[config.mk]
export PLATFORM = sky130hd
export DESIGN_NAME = hex_command_frame_checker_top
export DESIGN_NICKNAME = d
export VERILOG_FILES = /design/src/rtl/hcfc_pkg.sv /design/src/rtl/hcfc_in_stage.sv /design/src/rtl/hcfc_frame_core.sv /design/src/rtl/hex_command_frame_checker_top.sv
export SDC_FILE = /design/constraint.sdc
export NUM_CORES = 1
export LEC_CHECK = 0
export ABC_AREA = 1
export BUFFER_PORTS_ARGS = -buffer_cell sky130_fd_sc_hd__buf_2
export CORE_ASPECT_RATIO = 1.25
export CORE_MARGIN = 10
export CORE_UTILIZATION = 60
export DETAILED_ROUTE_END_ITERATION = 6
export GPL_TIMING_DRIVEN = 0
export PLACE_DENSITY = 0.79
export RECOVER_POWER = 100
export SYNTH_ARGS = -nofsm -noshare
export SYNTH_HDL_FRONTEND = slang
export SYNTH_SLANG_ARGS = --single-unit
[constraint.sdc]
create_clock -name clk -period 9.3 [get_ports clk]
set_input_delay 0.93 -clock clk [delete_from_list [all_inputs] [get_ports clk]]
set_output_delay 0.93 -clock clk [all_outputs]
set_load 0.01 [all_outputs]
[src/rtl/hcfc_pkg.sv]
// Shared types, constants and functions of the hex command frame checker.
// Used by every module under rtl; depends on nothing.
package hcfc_pkg;

    localparam int CharW      = 8;
    localparam int StoreDepth = 10;
    localparam int CountW     = 4;
    localparam int CrcW       = 8;
    localparam int OutDataW   = 40;
    localparam int OutUserW   = 4;

    localparam logic [CountW-1:0] CountMax      = 4'd15;
    localparam logic [CountW-1:0] LenShort      = 4'd5;
    localparam logic [CountW-1:0] LenLong       = 4'd7;
    localparam logic [CountW-1:0] LenShortCrc   = 4'd8;
    localparam logic [CountW-1:0] LenLongCrc    = 4'd10;
    localparam logic [CountW-1:0] StoreLimit    = 4'd10;
    localparam logic [CrcW-1:0]   CrcPoly       = 8'h8C;
    localparam logic [CharW-1:0]  ColonChar     = 8'h3A;
    localparam logic [CharW-1:0]  NulChar       = 8'h00;

    typedef logic [CharW-1:0] char_t;

    typedef enum logic [1:0] {
        ST_OK,
        ST_BAD_LEN,
        ST_NO_COLON,
        ST_CRC_BAD
    } status_t;

    typedef enum logic [1:0] {
        FMT_SHORT,
        FMT_LONG,
        FMT_SHORT_CRC,
        FMT_LONG_CRC
    } format_t;

    // One character word held in the input stage
    typedef struct packed {
        char_t char_code;
        logic  last;
    } in_word_t;

    // Handshake between input stage and frame core
    typedef struct packed {
        logic     valid;
        in_word_t word;
    } in_stage_t;

    typedef struct packed {
        status_t     status;
        format_t     frame_format;
        logic [15:0] unit_address;
        logic [7:0]  pin_code;
        logic [3:0]  command_code;
        logic [7:0]  crc_received;
    } result_t;

    // Dallas/Maxim CRC-8, reflected, one byte per call
    function automatic logic [CrcW-1:0] crc8_update(input logic [CrcW-1:0] crc,
                                                    input char_t byte_in);
        logic [CrcW-1:0] c;
        c = crc ^ byte_in;
        for (int i = 0; i < 8; i++) begin
            if (c[0])
                c = (c >> 1) ^ CrcPoly;
            else
                c = c >> 1;
        end
        return c;
    endfunction

    function automatic logic is_hex(input char_t c);
        return ((c >= 8'h30) && (c <= 8'h39)) ||
               ((c >= 8'h61) && (c <= 8'h66)) ||
               ((c >= 8'h41) && (c <= 8'h46));
    endfunction

    function automatic logic [3:0] hex_value(input char_t c);
        logic [3:0] v;
        if ((c >= 8'h30) && (c <= 8'h39))
            v = c[3:0];
        else
            v = c[3:0] + 4'd9;   // 'a'..'f' and 'A'..'F' end in 1..6
        return v;
    endfunction

    // Hex value of up to four characters, chars[0] first; stops at a non-hex digit
    function automatic logic [15:0] hex_field(input char_t [3:0] chars,
                                              input logic [2:0] len);
        logic [15:0] v;
        logic        run;
        v   = '0;
        run = 1'b1;
        for (int i = 0; i < 4; i++) begin
            if (run && (3'(i) < len) && is_hex(chars[i]))
                v = {v[11:0], hex_value(chars[i])};
            else
                run = 1'b0;
        end
        return v;
    endfunction

endpackage

[src/rtl/hcfc_in_stage.sv]
// Input register of the hex command frame checker: takes one character word.
// Depends on hcfc_pkg.
module hcfc_in_stage (
    input  logic                  clk,
    input  logic                  rst_n,
    input  logic                  s_valid,
    output logic                  s_ready,
    input  hcfc_pkg::char_t       s_char,
    input  logic                  s_last,
    input  logic                  advance,
    output hcfc_pkg::in_stage_t   stage
);
    import hcfc_pkg::*;

    logic     valid_reg;
    in_word_t word_reg;

    // Room when empty or when the held word moves on this cycle
    assign s_ready = !valid_reg || advance;

    always_ff @(posedge clk or negedge rst_n)
    begin
        if (!rst_n)
            valid_reg <= 1'b0;
        else if (s_valid && s_ready)
            valid_reg <= 1'b1;
        else if (advance)
            valid_reg <= 1'b0;
    end

    // Payload needs no reset
    always_ff @(posedge clk)
    begin
        if (s_valid && s_ready)
        begin
            word_reg.char_code <= s_char;
            word_reg.last      <= s_last;
        end
    end

    assign stage.valid = valid_reg;
    assign stage.word  = word_reg;

endmodule

[src/rtl/hcfc_frame_core.sv]
// Frame core: character store, CRC, length tracking, field decode, result register.
// Depends on hcfc_pkg.
module hcfc_frame_core (
    input  logic                 clk,
    input  logic                 rst_n,
    input  hcfc_pkg::in_stage_t  stage,
    output logic                 advance,
    output logic                 out_valid,
    input  logic                 out_ready,
    output hcfc_pkg::result_t    result
);
    import hcfc_pkg::*;

    char_t           store_reg [StoreDepth];
    logic [CountW-1:0] count_reg;
    logic            zero_seen_reg;
    logic [CrcW-1:0] crc_reg;
    logic [CrcW-1:0] crc_five_reg;
    logic [CrcW-1:0] crc_seven_reg;
    logic            out_valid_reg;
    result_t         result_reg;

    char_t           store_next [StoreDepth];
    logic [CountW-1:0] count_next;
    logic            zero_seen_next;
    logic [CrcW-1:0] crc_next;
    logic [CrcW-1:0] crc_five_next;
    logic [CrcW-1:0] crc_seven_next;
    logic            take_char;
    result_t         result_next;

    char_t           c;
    logic [15:0]     addr_val;
    logic [7:0]      pin_one;
    logic [7:0]      pin_two;
    logic [3:0]      cmd_val;
    logic [7:0]      rr_short;
    logic [7:0]      rr_long;

    // A word not ending a string needs no room in the result register
    assign advance = stage.valid && (!stage.word.last || !out_valid_reg || out_ready);

    assign c         = stage.word.char_code;
    assign take_char = (c != NulChar) && !zero_seen_reg;

    // Per-string state after this character
    always_comb
    begin
        for (int i = 0; i < StoreDepth; i++)
            store_next[i] = store_reg[i];
        count_next     = count_reg;
        zero_seen_next = zero_seen_reg || (c == NulChar);
        crc_next       = crc_reg;
        crc_five_next  = crc_five_reg;
        crc_seven_next = crc_seven_reg;
        if (take_char)
        begin
            if (count_reg < StoreLimit)
                store_next[count_reg] = c;
            if (count_reg != CountMax)
            begin
                count_next = count_reg + 4'd1;
                crc_next   = crc8_update(crc_reg, c);
                if (count_next == LenShort)
                    crc_five_next = crc_next;
                if (count_next == LenLong)
                    crc_seven_next = crc_next;
            end
        end
    end

    // Fixed field decode on the store including this character
    always_comb
    begin
        addr_val = hex_field({store_next[3], store_next[2], store_next[1], store_next[0]},
                             3'd4);
        pin_one  = 8'(hex_field({NulChar, NulChar, NulChar, store_next[4]}, 3'd1));
        pin_two  = 8'(hex_field({NulChar, NulChar, store_next[5], store_next[4]}, 3'd2));
        cmd_val  = 4'(hex_field({NulChar, NulChar, NulChar, store_next[6]}, 3'd1));
        rr_short = 8'(hex_field({NulChar, NulChar, store_next[7], store_next[6]}, 3'd2));
        rr_long  = 8'(hex_field({NulChar, NulChar, store_next[9], store_next[8]}, 3'd2));
    end

    // Frame format and status by length
    always_comb
    begin
        result_next = '0;
        case (count_next)
            LenShort:
            begin
                result_next.frame_format = FMT_SHORT;
                result_next.unit_address = addr_val;
                result_next.pin_code     = pin_one;
            end
            LenLong:
            begin
                result_next.frame_format = FMT_LONG;
                result_next.unit_address = addr_val;
                result_next.pin_code     = pin_two;
                result_next.command_code = cmd_val;
            end
            LenShortCrc:
            begin
                result_next.frame_format = FMT_SHORT_CRC;
                if (store_next[5] != ColonChar)
                    result_next.status = ST_NO_COLON;
                else
                begin
                    result_next.unit_address = addr_val;
                    result_next.pin_code     = pin_one;
                    result_next.crc_received = rr_short;
                    if (rr_short != crc_five_reg)
                        result_next.status = ST_CRC_BAD;
                end
            end
            LenLongCrc:
            begin
                result_next.frame_format = FMT_LONG_CRC;
                if (store_next[7] != ColonChar)
                    result_next.status = ST_NO_COLON;
                else
                begin
                    result_next.unit_address = addr_val;
                    result_next.pin_code     = pin_two;
                    result_next.command_code = cmd_val;
                    result_next.crc_received = rr_long;
                    if (rr_long != crc_seven_reg)
                        result_next.status = ST_CRC_BAD;
                end
            end
            default:
                result_next.status = ST_BAD_LEN;
        endcase
    end

    // Control state; clears after the last character of a string
    always_ff @(posedge clk or negedge rst_n)
    begin
        if (!rst_n)
        begin
            count_reg     <= '0;
            zero_seen_reg <= 1'b0;
            crc_reg       <= '0;
            crc_five_reg  <= '0;
            crc_seven_reg <= '0;
        end
        else if (advance)
        begin
            if (stage.word.last)
            begin
                count_reg     <= '0;
                zero_seen_reg <= 1'b0;
                crc_reg       <= '0;
                crc_five_reg  <= '0;
                crc_seven_reg <= '0;
            end
            else
            begin
                count_reg     <= count_next;
                zero_seen_reg <= zero_seen_next;
                crc_reg       <= crc_next;
                crc_five_reg  <= crc_five_next;
                crc_seven_reg <= crc_seven_next;
            end
        end
    end

    // Character store, undefined until written
    always_ff @(posedge clk)
    begin
        if (advance)
        begin
            for (int i = 0; i < StoreDepth; i++)
                store_reg[i] <= store_next[i];
        end
    end

    // Result register
    always_ff @(posedge clk or negedge rst_n)
    begin
        if (!rst_n)
            out_valid_reg <= 1'b0;
        else if (advance && stage.word.last)
            out_valid_reg <= 1'b1;
        else if (out_ready)
            out_valid_reg <= 1'b0;
    end

    always_ff @(posedge clk)
    begin
        if (advance && stage.word.last)
            result_reg <= result_next;
    end

    assign out_valid = out_valid_reg;
    assign result    = result_reg;

`ifndef ASSERT_OFF
    // String state is cleared after the last character
    a_clear_after_last: assert property (@(posedge clk) disable iff (!rst_n)
        advance && stage.word.last |=> (count_reg == '0) && !zero_seen_reg && (crc_reg == '0))
        else $error("string state not cleared after last word");

    // Bad length reports no fields
    a_bad_len_zero: assert property (@(posedge clk) disable iff (!rst_n)
        out_valid_reg && (result_reg.status == ST_BAD_LEN) |->
        (result_reg.unit_address == '0) && (result_reg.pin_code == '0) &&
        (result_reg.command_code == '0) && (result_reg.crc_received == '0) &&
        (result_reg.frame_format == FMT_SHORT))
        else $error("bad length result carries fields");

    // Colon and CRC checks only apply to the CRC forms
    a_colon_fmt: assert property (@(posedge clk) disable iff (!rst_n)
        out_valid_reg && ((result_reg.status == ST_NO_COLON) ||
                          (result_reg.status == ST_CRC_BAD)) |->
        ((result_reg.frame_format == FMT_SHORT_CRC) ||
         (result_reg.frame_format == FMT_LONG_CRC)))
        else $error("colon or crc status on a short form");

    // A waiting result is not overwritten
    a_no_overwrite: assert property (@(posedge clk) disable iff (!rst_n)
        out_valid_reg && !out_ready |-> !(advance && stage.word.last))
        else $error("result overwritten while stalled");
`endif

endmodule

[src/rtl/hex_command_frame_checker_top.sv]
// Hex command frame checker, top level.
// Input: one ASCII character per word on s_axis, tlast on the final character.
// Characters up to the first zero byte are counted, stored and run through a
// Dallas/Maxim CRC-8. On the tlast word one result word leaves on m_axis with
// the frame format, status and hex decoded fields; other words give no output.
// A tlast word accepted on s_axis passes the input register, then the result
// register, before m_axis_tvalid rises. Throughput: one character per cycle
// while s_axis_tready is high, set by the combinational CRC byte update and fixed-field decode.
// When m_axis_tready is low, a waiting result holds; non-final characters still
// flow in, and s_axis_tready drops only when a tlast word finds the result
// register full.
// Reset (rst_n low, asynchronous) empties both registers and clears the count,
// zero mark and CRCs; the character store is not cleared.
// Depends on hcfc_pkg, hcfc_in_stage and hcfc_frame_core.
module hex_command_frame_checker_top (
    input  logic                          clk,
    input  logic                          rst_n,
    input  logic                          s_axis_tvalid,
    output logic                          s_axis_tready,
    input  logic [7:0]                    s_axis_tdata,   // [7:0] char_code
    input  logic                          s_axis_tlast,   // end_of_string
    output logic                          m_axis_tvalid,
    input  logic                          m_axis_tready,
    output logic [hcfc_pkg::OutDataW-1:0] m_axis_tdata,   // [15:0] unit_address,
                                                          // [23:16] pin_code,
                                                          // [27:24] command_code,
                                                          // [35:28] crc_received,
                                                          // [39:36] zero
    output logic [hcfc_pkg::OutUserW-1:0] m_axis_tuser    // [1:0] status,
                                                          // [3:2] frame_format
);
    import hcfc_pkg::*;

    in_stage_t stage;
    logic      advance;
    result_t   result;

    hcfc_in_stage u_in_stage (
        .clk     (clk),
        .rst_n   (rst_n),
        .s_valid (s_axis_tvalid),
        .s_ready (s_axis_tready),
        .s_char  (s_axis_tdata),
        .s_last  (s_axis_tlast),
        .advance (advance),
        .stage   (stage)
    );

    hcfc_frame_core u_frame_core (
        .clk       (clk),
        .rst_n     (rst_n),
        .stage     (stage),
        .advance   (advance),
        .out_valid (m_axis_tvalid),
        .out_ready (m_axis_tready),
        .result    (result)
    );

    // Pack the result word
    assign m_axis_tdata = {4'b0000, result.crc_received, result.command_code,
                           result.pin_code, result.unit_address};
    assign m_axis_tuser = {result.frame_format, result.status};

endmodule
==> results.md, run 1 <==
- Cells along the critical path: clkbuf_1, nor2_1, nand2_1, nor2_1, nor2_4, clkbuf_1, nand3_1, clkbuf_1, o21ai_0, inv_1, ha_1, nor2_1, o21ai_0, nand2_1, nand2_1, nand3_1, clkinvlp_2, nand2_1, nor3_1, nand2_1, nand2_1
- Vias: 9108
- Starting Density: 0.609
- Reg2Reg Depth: 21
- First-pass GRT wire length: 42.9 mm
- R2r startpoint: u_in_stage.stage[2]
- Slowest-stage cell, CP: clkbuf_1
- Die X: 139 um
- Io pins: 59
- DRT Pass-1 Iters: 6
- WL/cell: 15.9 um
- Share of the yosys chip area belonging to registers: 0.438
- Final cell count without fillers: 1652
- Cells after DPL: 1620
- Area of the multi-input gates: 4950 um2
- Peak supply drop: 0.198 mV
- R2r setup slk: 3620 ps
- Crit path launch: u_in_stage.stage[2]
- Pwr Density: 239 nW/um2
- Gpl congestion: 0.932
- Max frequency: 0.176 GHz
- CTS tree: yes
- Max_slew headroom: -0.160
- DRT iter0 DRCs: 826
- Post-CTS Hold Buffers: 0
- Share of cells above drive strength 1: 0.0672
- Drc violations: 0
- CP required: 9490 ps
- Leakage: 5.28 nW
- Number of fill cells: 1541
- Post-CTS Resized: 0
- Final Max Tran Viols: 92
- Max_cap viols: 3
- Ys Warns: 0
- Num CTS Buffers: 17
- Routed WL: 26.3 mm
- Crit Reg-Reg Endpoint: u_frame_core.result[21]
- Largest net degree at the start of global routing: 32
- IO buf count: 54
- Mapped Cells: 1335
- P&R area growth vs syn: 7.95%
- Slew @ Worst Pin: 1740 ps
- RSZ-0062 raised after global routing: false
- Endpoints failing hold: 0
- Initial antenna violation count: 0
- Die height: 169 um
- CTS HTree Levels: 4
- Syn_area_per_cell: 7.96 um2
- Sequential Area: 4650 um2
- Post-Route Skew: 10.2 ps
- Hpwl dp: 19.5 mm
- Final ANT Viol Nets: 0
- Diodes inserted: 0
- Setup violations, final: 0
- Overflow after GRT: 0
- Worst Setup Start Kind: register
- Clock transition at path regs: 60 ps
- Worst Hold Launch: u_frame_core.crc_reg[4]
- Worst Hold Endpoint: u_frame_core.crc_reg[4]
- Final worst path period share: 0.610
- Core area: 17400 um2
- Final min period: 5680 ps
- Root Buffer: clkbuf_16
- Vias in the first global route: 8841
- Netlist cell types: 47
- Clk_lat worst skew: 440 ps
- Nets: 1471
- Worst Hold Path Cells: 2
- Die area: 23500 um2
- Vias per std cell: 5.51
- Setup crit end kind: register
- Family with the most delay on the worst path: simple AND/OR/NAND/NOR gates
- Outcome: finished, violations left
- Total power: 2.74 mW
- Row cnt: 54
- Max clock buf depth: 2
- WP data arrival: 5870 ps
- Global Route Usage Sum: 0.224
- Setup CP Type: register to register
- Failing checks: max-capacitance violations, max-slew violations
- CP Max Fanout: 10
- Hold Crit Class: register to register
- Slowest stage delay, CP: 640 ps
- Synthesized cell area: 10600 um2
- Worst Path Buf+Inv: 5
- Seq cells post-synth: 160
- Setup bufs post-CTS: 0
- Worst path most repeated cell: nand2_1
- TritonCTS Sinks: 160
- Max reg flops: 80
-- Yosys cell counts, drive strengths merged --
cell type  instances  area share
clkinv             2     0.00071
nor3               8      0.0068
o21a              11      0.0078
and3               1     0.00059
xor2              27       0.022
nand4             21       0.013
nand2            448        0.16
nor2              93       0.040
o21ai            122       0.060
o211ai             4      0.0028
a31oi              2      0.0012
nand3b             9      0.0064
o22ai              8      0.0047
edfxtp           129        0.36
a41oi              2      0.0016
or2               13      0.0077
nor3b              2      0.0014
nand3            129       0.065
nor2b              1     0.00059
dfrtp             31       0.073
buf               26       0.021
conb               1     0.00035
clkbuf             6      0.0021
a21oi             15      0.0078
ha                43       0.051
nor4               2      0.0012
inv              163       0.058
xnor2             16       0.013
-- layout by cell type, fill, tap and decap left out, drive strengths merged, types with 3 or more instances in the layout --
master / synthesis / layout
o21ai: 122 / 122
xnor2: 16 / 16
conb: 1 / 4
clkinv: 2 / 9
dfrtp: 31 / 31
nor2: 93 / 93
nand4: 21 / 21
nand3b: 9 / 9
o211ai: 4 / 4
edfxtp: 129 / 129
nor3: 8 / 8
ha: 43 / 43
o22ai: 8 / 8
xor2: 27 / 27
inv: 163 / 163
nand3: 129 / 129
or2: 13 / 13
buf: 26 / 23
o21a: 11 / 11
clkbuf: 6 / 87
nand2: 448 / 448
clkinvlp: 0 / 3
a21oi: 15 / 15
-- where the power goes --
part           switching (mW)  internal, mW  leakage [nW]
clock                   0.286         0.391         0.264
sequential             0.0659         0.934          1.66
combinational           0.718         0.345          3.36
-- through the flow --
stage / setup WS [ps] / util / instance area [um2] / hold slack (ps) / TNS [ps]
after global routing: 3150 / 0.658 / 11500 / 547 / 0
after CTS: 5010 / 0.679 / 11800 / 507 / 0
after global placement: -1180 / 0.642 / 11200 / 486 / -45600
after detailed placement: 5030 / 0.647 / 11300 / 493 / 0
after floorplan: 1930 / - / 10600 / 466 / 0
final: 3620 / 0.658 / 11500 / 505 / 0
-- area by class of cell --
cell class / instances / area share
multi-input combinational: 981 / 0.432
sequential: 160 / 0.405
inverter: 165 / 0.0541
clock buffer: 20 / 0.0381
tap: 224 / 0.0244
timing repair buffer: 58 / 0.0202
buffer: 32 / 0.0153
clock inverter: 12 / 0.0103
-- worst min-delay path: stages, from the launching register on --
cell	delay (ps)
dfrtp_1	360
nand2_1	50
o21ai_0	60
-- layer usage --
layer,global-route usage,part of all wire,vias to the layer above
met4,0.125,0.043,0
met3,0.0459,0.060,76
li1,-,-,4536
met2,0.383,0.49,308
met1,0.257,0.40,4188
met5,0,0,-
-- logic make-up after synthesis --
family / Yosys count / synth area share
DFF: 160 / 0.438
xor gates and xnor gates: 43 / 0.0355
AOI/OAI and AO/OA: 164 / 0.0862
and+or+nand+nor: 727 / 0.308
adders and majority gates: 43 / 0.0507
other: 1 / 0.000353
buffers and inverters: 197 / 0.0820
-- how the worst max path moves through the flow --
stage,endpoint,slack [ps],cells past startpoint
2_1_floorplan,u_frame_core.crc_five_reg[0],1930,8
3_3_place_gp,u_frame_core.crc_five_reg[1],-1180,8
3_5_place_dp,u_frame_core.result[39],5030,25
4_1_cts,u_frame_core.result[39],5010,25
5_1_grt,u_frame_core.result[20],3150,20
6_report,u_frame_core.result[21],3620,21
(Power assumes the default switching activity.)
==> run 2, diff against run 1 <==
clock period = 5.4 ns   (was 9.3 ns; I/O delays follow)
==> run 2 against run 1 <==
The run ends with design-rule violations, max-capacitance violations, max-slew violations left. Final area increased by 1.7%. First-iteration DRC count down 3.9%. Setup slack got worse by 3000 ps. Sequential cell count is the same. Hold slack got worse by 230 ps. Count of clock-buffer cells in the layout is 3 lower. Global-route usage is 0.15 points lower. Register-to-register slack worse by 3000 ps. Utilization rose by 1.1 points. Total power increased by 79%. Sequential power grew 72%. Die area stayed put. Critical path type unchanged. Critical endpoint is now u_frame_core.result[39]. Largest cell class unchanged.
==> results.md, run 2 (synthesized netlist as in run 1, its figures left out) <==
- Core area: 17400 um2 (unchanged)
- Worst Setup Start Kind: register
- Total power: 4.90 mW (+79%)
- Max_cap viols: 2 (-1)
- Max reg flops: 80 (unchanged)
- Power share of the clock group: 0.271 (+0.024)
- Root Buffer: clkbuf_16
- Endpoints failing hold: 0 (unchanged)
- Setup CP Type: register to register
- Slew @ Worst Pin: 2120 ps (+378 ps)
- R2r startpoint: u_in_stage.stage[2]
- Fin area: 11700 um2 (+1.7%)
- Hold_ws: 275 ps (-230 ps)
- Vias per std cell: 5.59 (+1.3%)
- CTS tree: yes
- Clk_lat worst skew: 440 ps (about the same)
- Worst Path Buf+Inv: 4 (-1)
- WL/cell: 15.9 um (-0.57%)
- Peak supply drop: 0.307 mV (+55%)
- Area of the multi-input gates: 4990 um2 (+0.68%)
- Final worst path period share: 0.882 (+0.271)
- Drc violations: 1 (+1)
- Crit path launch: u_in_stage.stage[2]
- Combinational power share: 0.378 (-0.010)
- Global Route Usage Sum: 0.222 (-0.00153)
- Outcome: finished, violations left
- CP required: 5580 ps (-3910 ps)
- RSZ-0062 raised after global routing: false
- IO buf count: 54 (unchanged)
- Commonest non-fill, non-tap cell in the layout: nand2_1
- Slowest stage delay, CP: 630 ps (about the same)
- Routed WL: 26.2 mm (-0.57%)
- Num CTS Buffers: 17 (unchanged)
- Final min period: 4760 ps (-916 ps)
- Die area: 23500 um2 (unchanged)
- Worst Hold Launch: s_axis_tdata[0]
- Post-placement worst setup slack: 1090 ps (-3940 ps)
- Max_slew headroom: -0.419 (-0.259)
- P&R area growth vs syn: 9.81%
- Hold Crit Class: primary input to register
- Cells after DPL: 1620 (unchanged)
- Final ANT Viol Nets: 0 (unchanged)
- Switch Pwr: 1.87 mW (+75%)
- Sequential Area: 4650 um2 (unchanged)
- Setup bufs post-CTS: 0 (unchanged)
- Nets: 1471 (unchanged)
- Final Max Tran Viols: 51 (-45%)
- Number of fill cells: 1524 (-1.1%)
- Post-Route Skew: 10.2 ps (+0.0344 ps)
- Io pins: 59 (unchanged)
- DRT iter0 DRCs: 794 (-3.9%)
- Clock transition at path regs: 60 ps (about the same)
- Family with the most delay on the worst path: simple AND/OR/NAND/NOR gates
- Commonest non-fill, non-tap cells in the layout: nand2_1 (440), inv_1 (152), edfxtp_1 (129)
- Post-CTS Hold Buffers: 0 (unchanged)
- DRT Pass-1 Iters: 7 (+1)
- Final cell count without fillers: 1652 (unchanged)
- Net Sw Frac: 0.382 (-0.00852)
- Vias in the first global route: 8715 (-1.4%)
- Pwr Density: 420 nW/um2 (+76%)
- Total Neg Setup Slack: 0 ps (unchanged)
- Post-CTS Resized: 0 (unchanged)
- CTS HTree Levels: 4 (unchanged)
- Leakage: 5.39 nW (+2.0%)
- Starting Density: 0.609 (unchanged)
- Share of cells above drive strength 1: 0.0770 (+0.00980)
- Max clock buf depth: 2 (unchanged)
- Overflow after GRT: 0 (unchanged)
- Gpl congestion: 0.930 (-0.16%)
- CP Max Fanout: 10 (unchanged)
- Failing checks: design-rule violations, max-capacitance violations, max-slew violations
- Fin util: 0.669 (+0.0113)
- Max frequency: 0.210 GHz (+19%)
- Vias: 9229 (+1.3%)
- Die height: 169 um (unchanged)
- Die X: 139 um (unchanged)
- Largest net degree at the start of global routing: 32 (unchanged)
- Slowest-stage cell, CP: clkbuf_1
- Worst path most repeated cell: nand2_1
- Setup crit end kind: register
- Final worst setup slack: 639 ps (-2980 ps)
- First-pass GRT wire length: 42.8 mm (-0.31%)
- TritonCTS Sinks: 160 (unchanged)
- Initial antenna violation count: 0 (unchanged)
- Hpwl dp: 19.3 mm (-0.93%)
- Setup violations, final: 0 (unchanged)
- Sequential Power Share: 0.351 (-0.014)
- Placed Area: 11300 um2 (unchanged)
- WP data arrival: 4950 ps (-920 ps)
- Diodes inserted: 0 (unchanged)
- Row cnt: 54 (unchanged)
- Int Pwr: 3.03 mW (+81%)
-- run 2: cell count changes in the layout (fill, tap and decap cells not counted), moves of 2 or more --
cell	previous run	this run
clkbuf_1	70	59
buf_12	0	3
bufinv_16	2	5
buf_4	6	8
buf_6	4	6
clkinv_4	1	3
nor2_1	83	85
o21ai_1	16	14
-- run 2: final timing paths --
path | to | slack, ps | depth (start not counted)
worst max-delay path | u_frame_core.result[39] | 640 | 26
min in group asynchronous | u_frame_core.crc_five_reg[4] | 540 | 1
worst min register to register | u_frame_core.crc_reg[1] | 500 | 2
max in group asynchronous | u_frame_core.count_reg[0] | 3860 | 1
worst min-delay path | u_in_stage.stage[1] | 270 | 1
worst max register to register | u_frame_core.result[39] | 640 | 26
-- run 2: worst register-to-register path, delay by kind of cell (launching register included) --
family	cells	cell delay (ps)
fa+ha+maj	1	250
compound gates	3	680
buf+inv	4	1200
flops	1	320
simple gates	18	2070
-- run 2: per-layer routing --
metal	global-route usage	wire length (um)	vias to the layer above
met3	0.0386	1550	70
li1	-	-	4543
met2	0.385	13000	341
met1	0.261	10600	4275
met4	0.110	1030	0
met5	0	0	-
-- run 2: final cells by class --
class                           instances  share of cell area
Buffer                                 32              0.0171
Sequential cell                       160               0.399
Inverter                              165              0.0535
Clock buffer                           17              0.0365
Multi-Input combinational cell        981               0.428
Timing Repair Buffer                   58              0.0240
Clock inverter                         15              0.0186
Tap cell                              224              0.0240
-- run 2: power by group through the flow --
stage / clock network [mW] / registers [mW] / logic [mW]
after floorplan: 0 / 1.72 / 1.46
after global placement: 0 / 1.74 / 1.82
after detailed placement: 0 / 1.74 / 1.89
after CTS: 1.34 / 1.72 / 1.92
after global routing: 1.38 / 1.75 / 2.10
final: 1.33 / 1.72 / 1.85
==> run 3, diff against run 2 <==
CORE_UTILIZATION = 62   (was 60)
PLACE_DENSITY = 0.81   (was 0.79)
==> run 3 against run 2 <==
The flow finishes with violations (max-capacitance violations, max-slew violations). Utilization increased by 1.9 points. Critical path depth decreased by 1. Clock skew increased by 4.4 ps. First-iteration DRC count decreased by 5.2%. Cell count decreased by 0.18%. Critical path type unchanged. Critical endpoint is now u_frame_core.result[38]. Largest cell class unchanged.
==> results.md, run 3 (synthesized netlist as in run 1, its figures left out) <==
- Max_cap viols: 2 (unchanged)
- Slowest-stage cell, CP: o21ai_0
- Pwr Density: 420 nW/um2 (about the same)
- RSZ-0062 raised after global routing: false
- Post-Route Skew: 14.6 ps (+4.43 ps)
- IO buf count: 54 (unchanged)
- Final Max Tran Viols: 58 (+14%)
- Cells after DPL: 1617 (-0.19%)
- Max_slew headroom: -0.155 (+0.264)
- First-pass GRT wire length: 43.3 mm (+1.1%)
- Peak supply drop: 0.324 mV (+5.8%)
- DRT iter0 DRCs: 753 (-5.2%)
- Max reg flops: 80 (unchanged)
- CTS HTree Levels: 4 (unchanged)
- Diodes inserted: 0 (unchanged)
- Global Route Usage Sum: 0.236 (+0.0133)
- Total power: 4.87 mW (-0.55%)
- Clk_lat worst skew: 450 ps (about the same)
- Final worst path period share: 0.873 (-0.00845)
- Commonest non-fill, non-tap cells in the layout: nand2_1 (437), inv_1 (152), edfxtp_1 (129)
- Slew @ Worst Pin: 1730 ps (-387 ps)
- Core area: 16800 um2 (-3.4%)
- Hold Crit Class: primary input to register
- Routed WL: 26.6 mm (+1.6%)
- Die height: 166 um (-1.4%)
- Worst Setup Start Kind: register
- Overflow after GRT: 0 (unchanged)
- Family with the most delay on the worst path: simple AND/OR/NAND/NOR gates
- Final min period: 4720 ps (-45.6 ps)
- Io pins: 59 (unchanged)
- Setup bufs post-CTS: 0 (unchanged)
- WP data arrival: 4880 ps (-70 ps)
- Die area: 22800 um2 (-2.8%)
- Final ANT Viol Nets: 0 (unchanged)
- Outcome: finished, violations left
- CTS tree: yes
- Max frequency: 0.212 GHz (+0.97%)
- CP Max Fanout: 10 (unchanged)
- Max clock buf depth: 2 (unchanged)
- Vias per std cell: 5.59 (about the same)
- Initial antenna violation count: 0 (unchanged)
- Share of cells above drive strength 1: 0.0756 (-0.00145)
- P&R area growth vs syn: 9.11%
- Post-CTS Resized: 0 (unchanged)
- Sequential Area: 4650 um2 (unchanged)
- Setup CP Type: register to register
- Vias in the first global route: 8708 (-0.080%)
- Area of the multi-input gates: 5000 um2 (+0.15%)
- Num CTS Buffers: 17 (unchanged)
- Setup violations, final: 0 (unchanged)
- Root Buffer: clkbuf_16
- Failing checks: max-capacitance violations, max-slew violations
- Slowest stage delay, CP: 640 ps (about the same)
- Worst Path Buf+Inv: 5 (+1)
- Starting Density: 0.631 (+0.0213)
- Vias: 9213 (-0.17%)
- Nets: 1472 (+0.068%)
- Number of fill cells: 1440 (-5.5%)
- Post-CTS Hold Buffers: 0 (unchanged)
- Hpwl dp: 19.8 mm (+2.2%)
- WL/cell: 16.1 um (+1.7%)
- Commonest non-fill, non-tap cell in the layout: nand2_1
- Drc violations: 0 (-1)
- TritonCTS Sinks: 160 (unchanged)
- Endpoints failing hold: 0 (unchanged)
- Clock transition at path regs: 60 ps (about the same)
- Setup crit end kind: register
- Die X: 137 um (-1.4%)
- Leakage: 5.35 nW (-0.64%)
- DRT Pass-1 Iters: 5 (-2)
- Final cell count without fillers: 1649 (-0.18%)
- CP required: 5560 ps (-20 ps)
- Gpl congestion: 0.924 (-0.73%)
- Worst path most repeated cell: nand2_1
- Row cnt: 53 (-1.9%)
- Largest net degree at the start of global routing: 32 (unchanged)
==> run 3: cell types whose count changed in the layout (fill, tap and decap cells not counted), sizes merged <==
cell / before / now
inv: 164 / 165
clkinv: 10 / 8
clkbuf: 76 / 83
buf: 31 / 26
clkinvlp: 1 / 2
bufinv: 5 / 4
==> run 3: cell type report <==
cell class | count | area share
flip-flops and latches | 160 | 0.401
repair buffers | 59 | 0.0203
inverters | 165 | 0.0539
clock inverters | 14 | 0.0163
plain buffers | 32 | 0.0164
multi-input cells | 981 | 0.431
clock buffers | 18 | 0.0370
well taps | 220 | 0.0238
==> run 3: metal layers <==
layer  part of all wire  routed length, um  GRT usage
met5                  0                  0          0
met4              0.039               1030      0.101
met3              0.059               1560     0.0424
met2               0.50              13300      0.403
met1               0.40              10700      0.281
==> run 3: power by group <==
group | total [mW] | switching (mW) | internal (mW)
clock network | 1.29 | 0.515 | 0.773
registers | 1.72 | 0.113 | 1.61
logic | 1.86 | 1.26 | 0.600
total | 4.87 | 1.89 | 2.98
==> run 3: path summary, 6_finish.rpt <==
check                                        startpoint                           end  slack [ps]  cells past startpoint
worst max-delay path                u_in_stage.stage[2]       u_frame_core.result[38]         680                     25
worst min-delay path                    s_axis_tdata[5]           u_in_stage.stage[6]         280                      1
worst max register to register      u_in_stage.stage[2]       u_frame_core.result[38]         680                     25
worst min register to register  u_frame_core.crc_reg[7]       u_frame_core.crc_reg[7]         510                      2
max in group asynchronous                         rst_n    u_frame_core.zero_seen_reg        3850                      1
min in group asynchronous                         rst_n  u_frame_core.crc_five_reg[6]         550                      1
==> run 3: per-stage QoR <==
stage	setup TNS (ps)	instance area [um2]	util	worst slack [ps]	hold slack (ps)
3_3_place_gp	-92130	11200	0.664	-1870	489
3_5_place_dp	0	11300	0.672	1040	495
2_1_floorplan	0	10600	-	208	244
6_report	0	11600	0.688	685	275
5_1_grt	0	11600	0.688	283	266
4_1_cts	0	11900	0.709	1010	174
==> run 3: worst register-to-register path, cell delays in order (launching register included) <==
cell,delay [ps]
edfxtp_1,360
clkbuf_1,340
nor2_1,190
nand2_1,100
nor2_1,240
nor2_4,60
buf_6,140
buf_6,150
o21ai_0,640
inv_1,180
ha_1,260
or2_2,290
nand3_1,90
nand2_1,70
nand3_2,160
clkinv_1,110
nor2_1,150
nor2_1,160
nand2_1,130
nand2_1,100
nand2_1,90
nand2_1,60
nor2_1,80
nand3_1,90
nand2_1,60
nand3_1,120
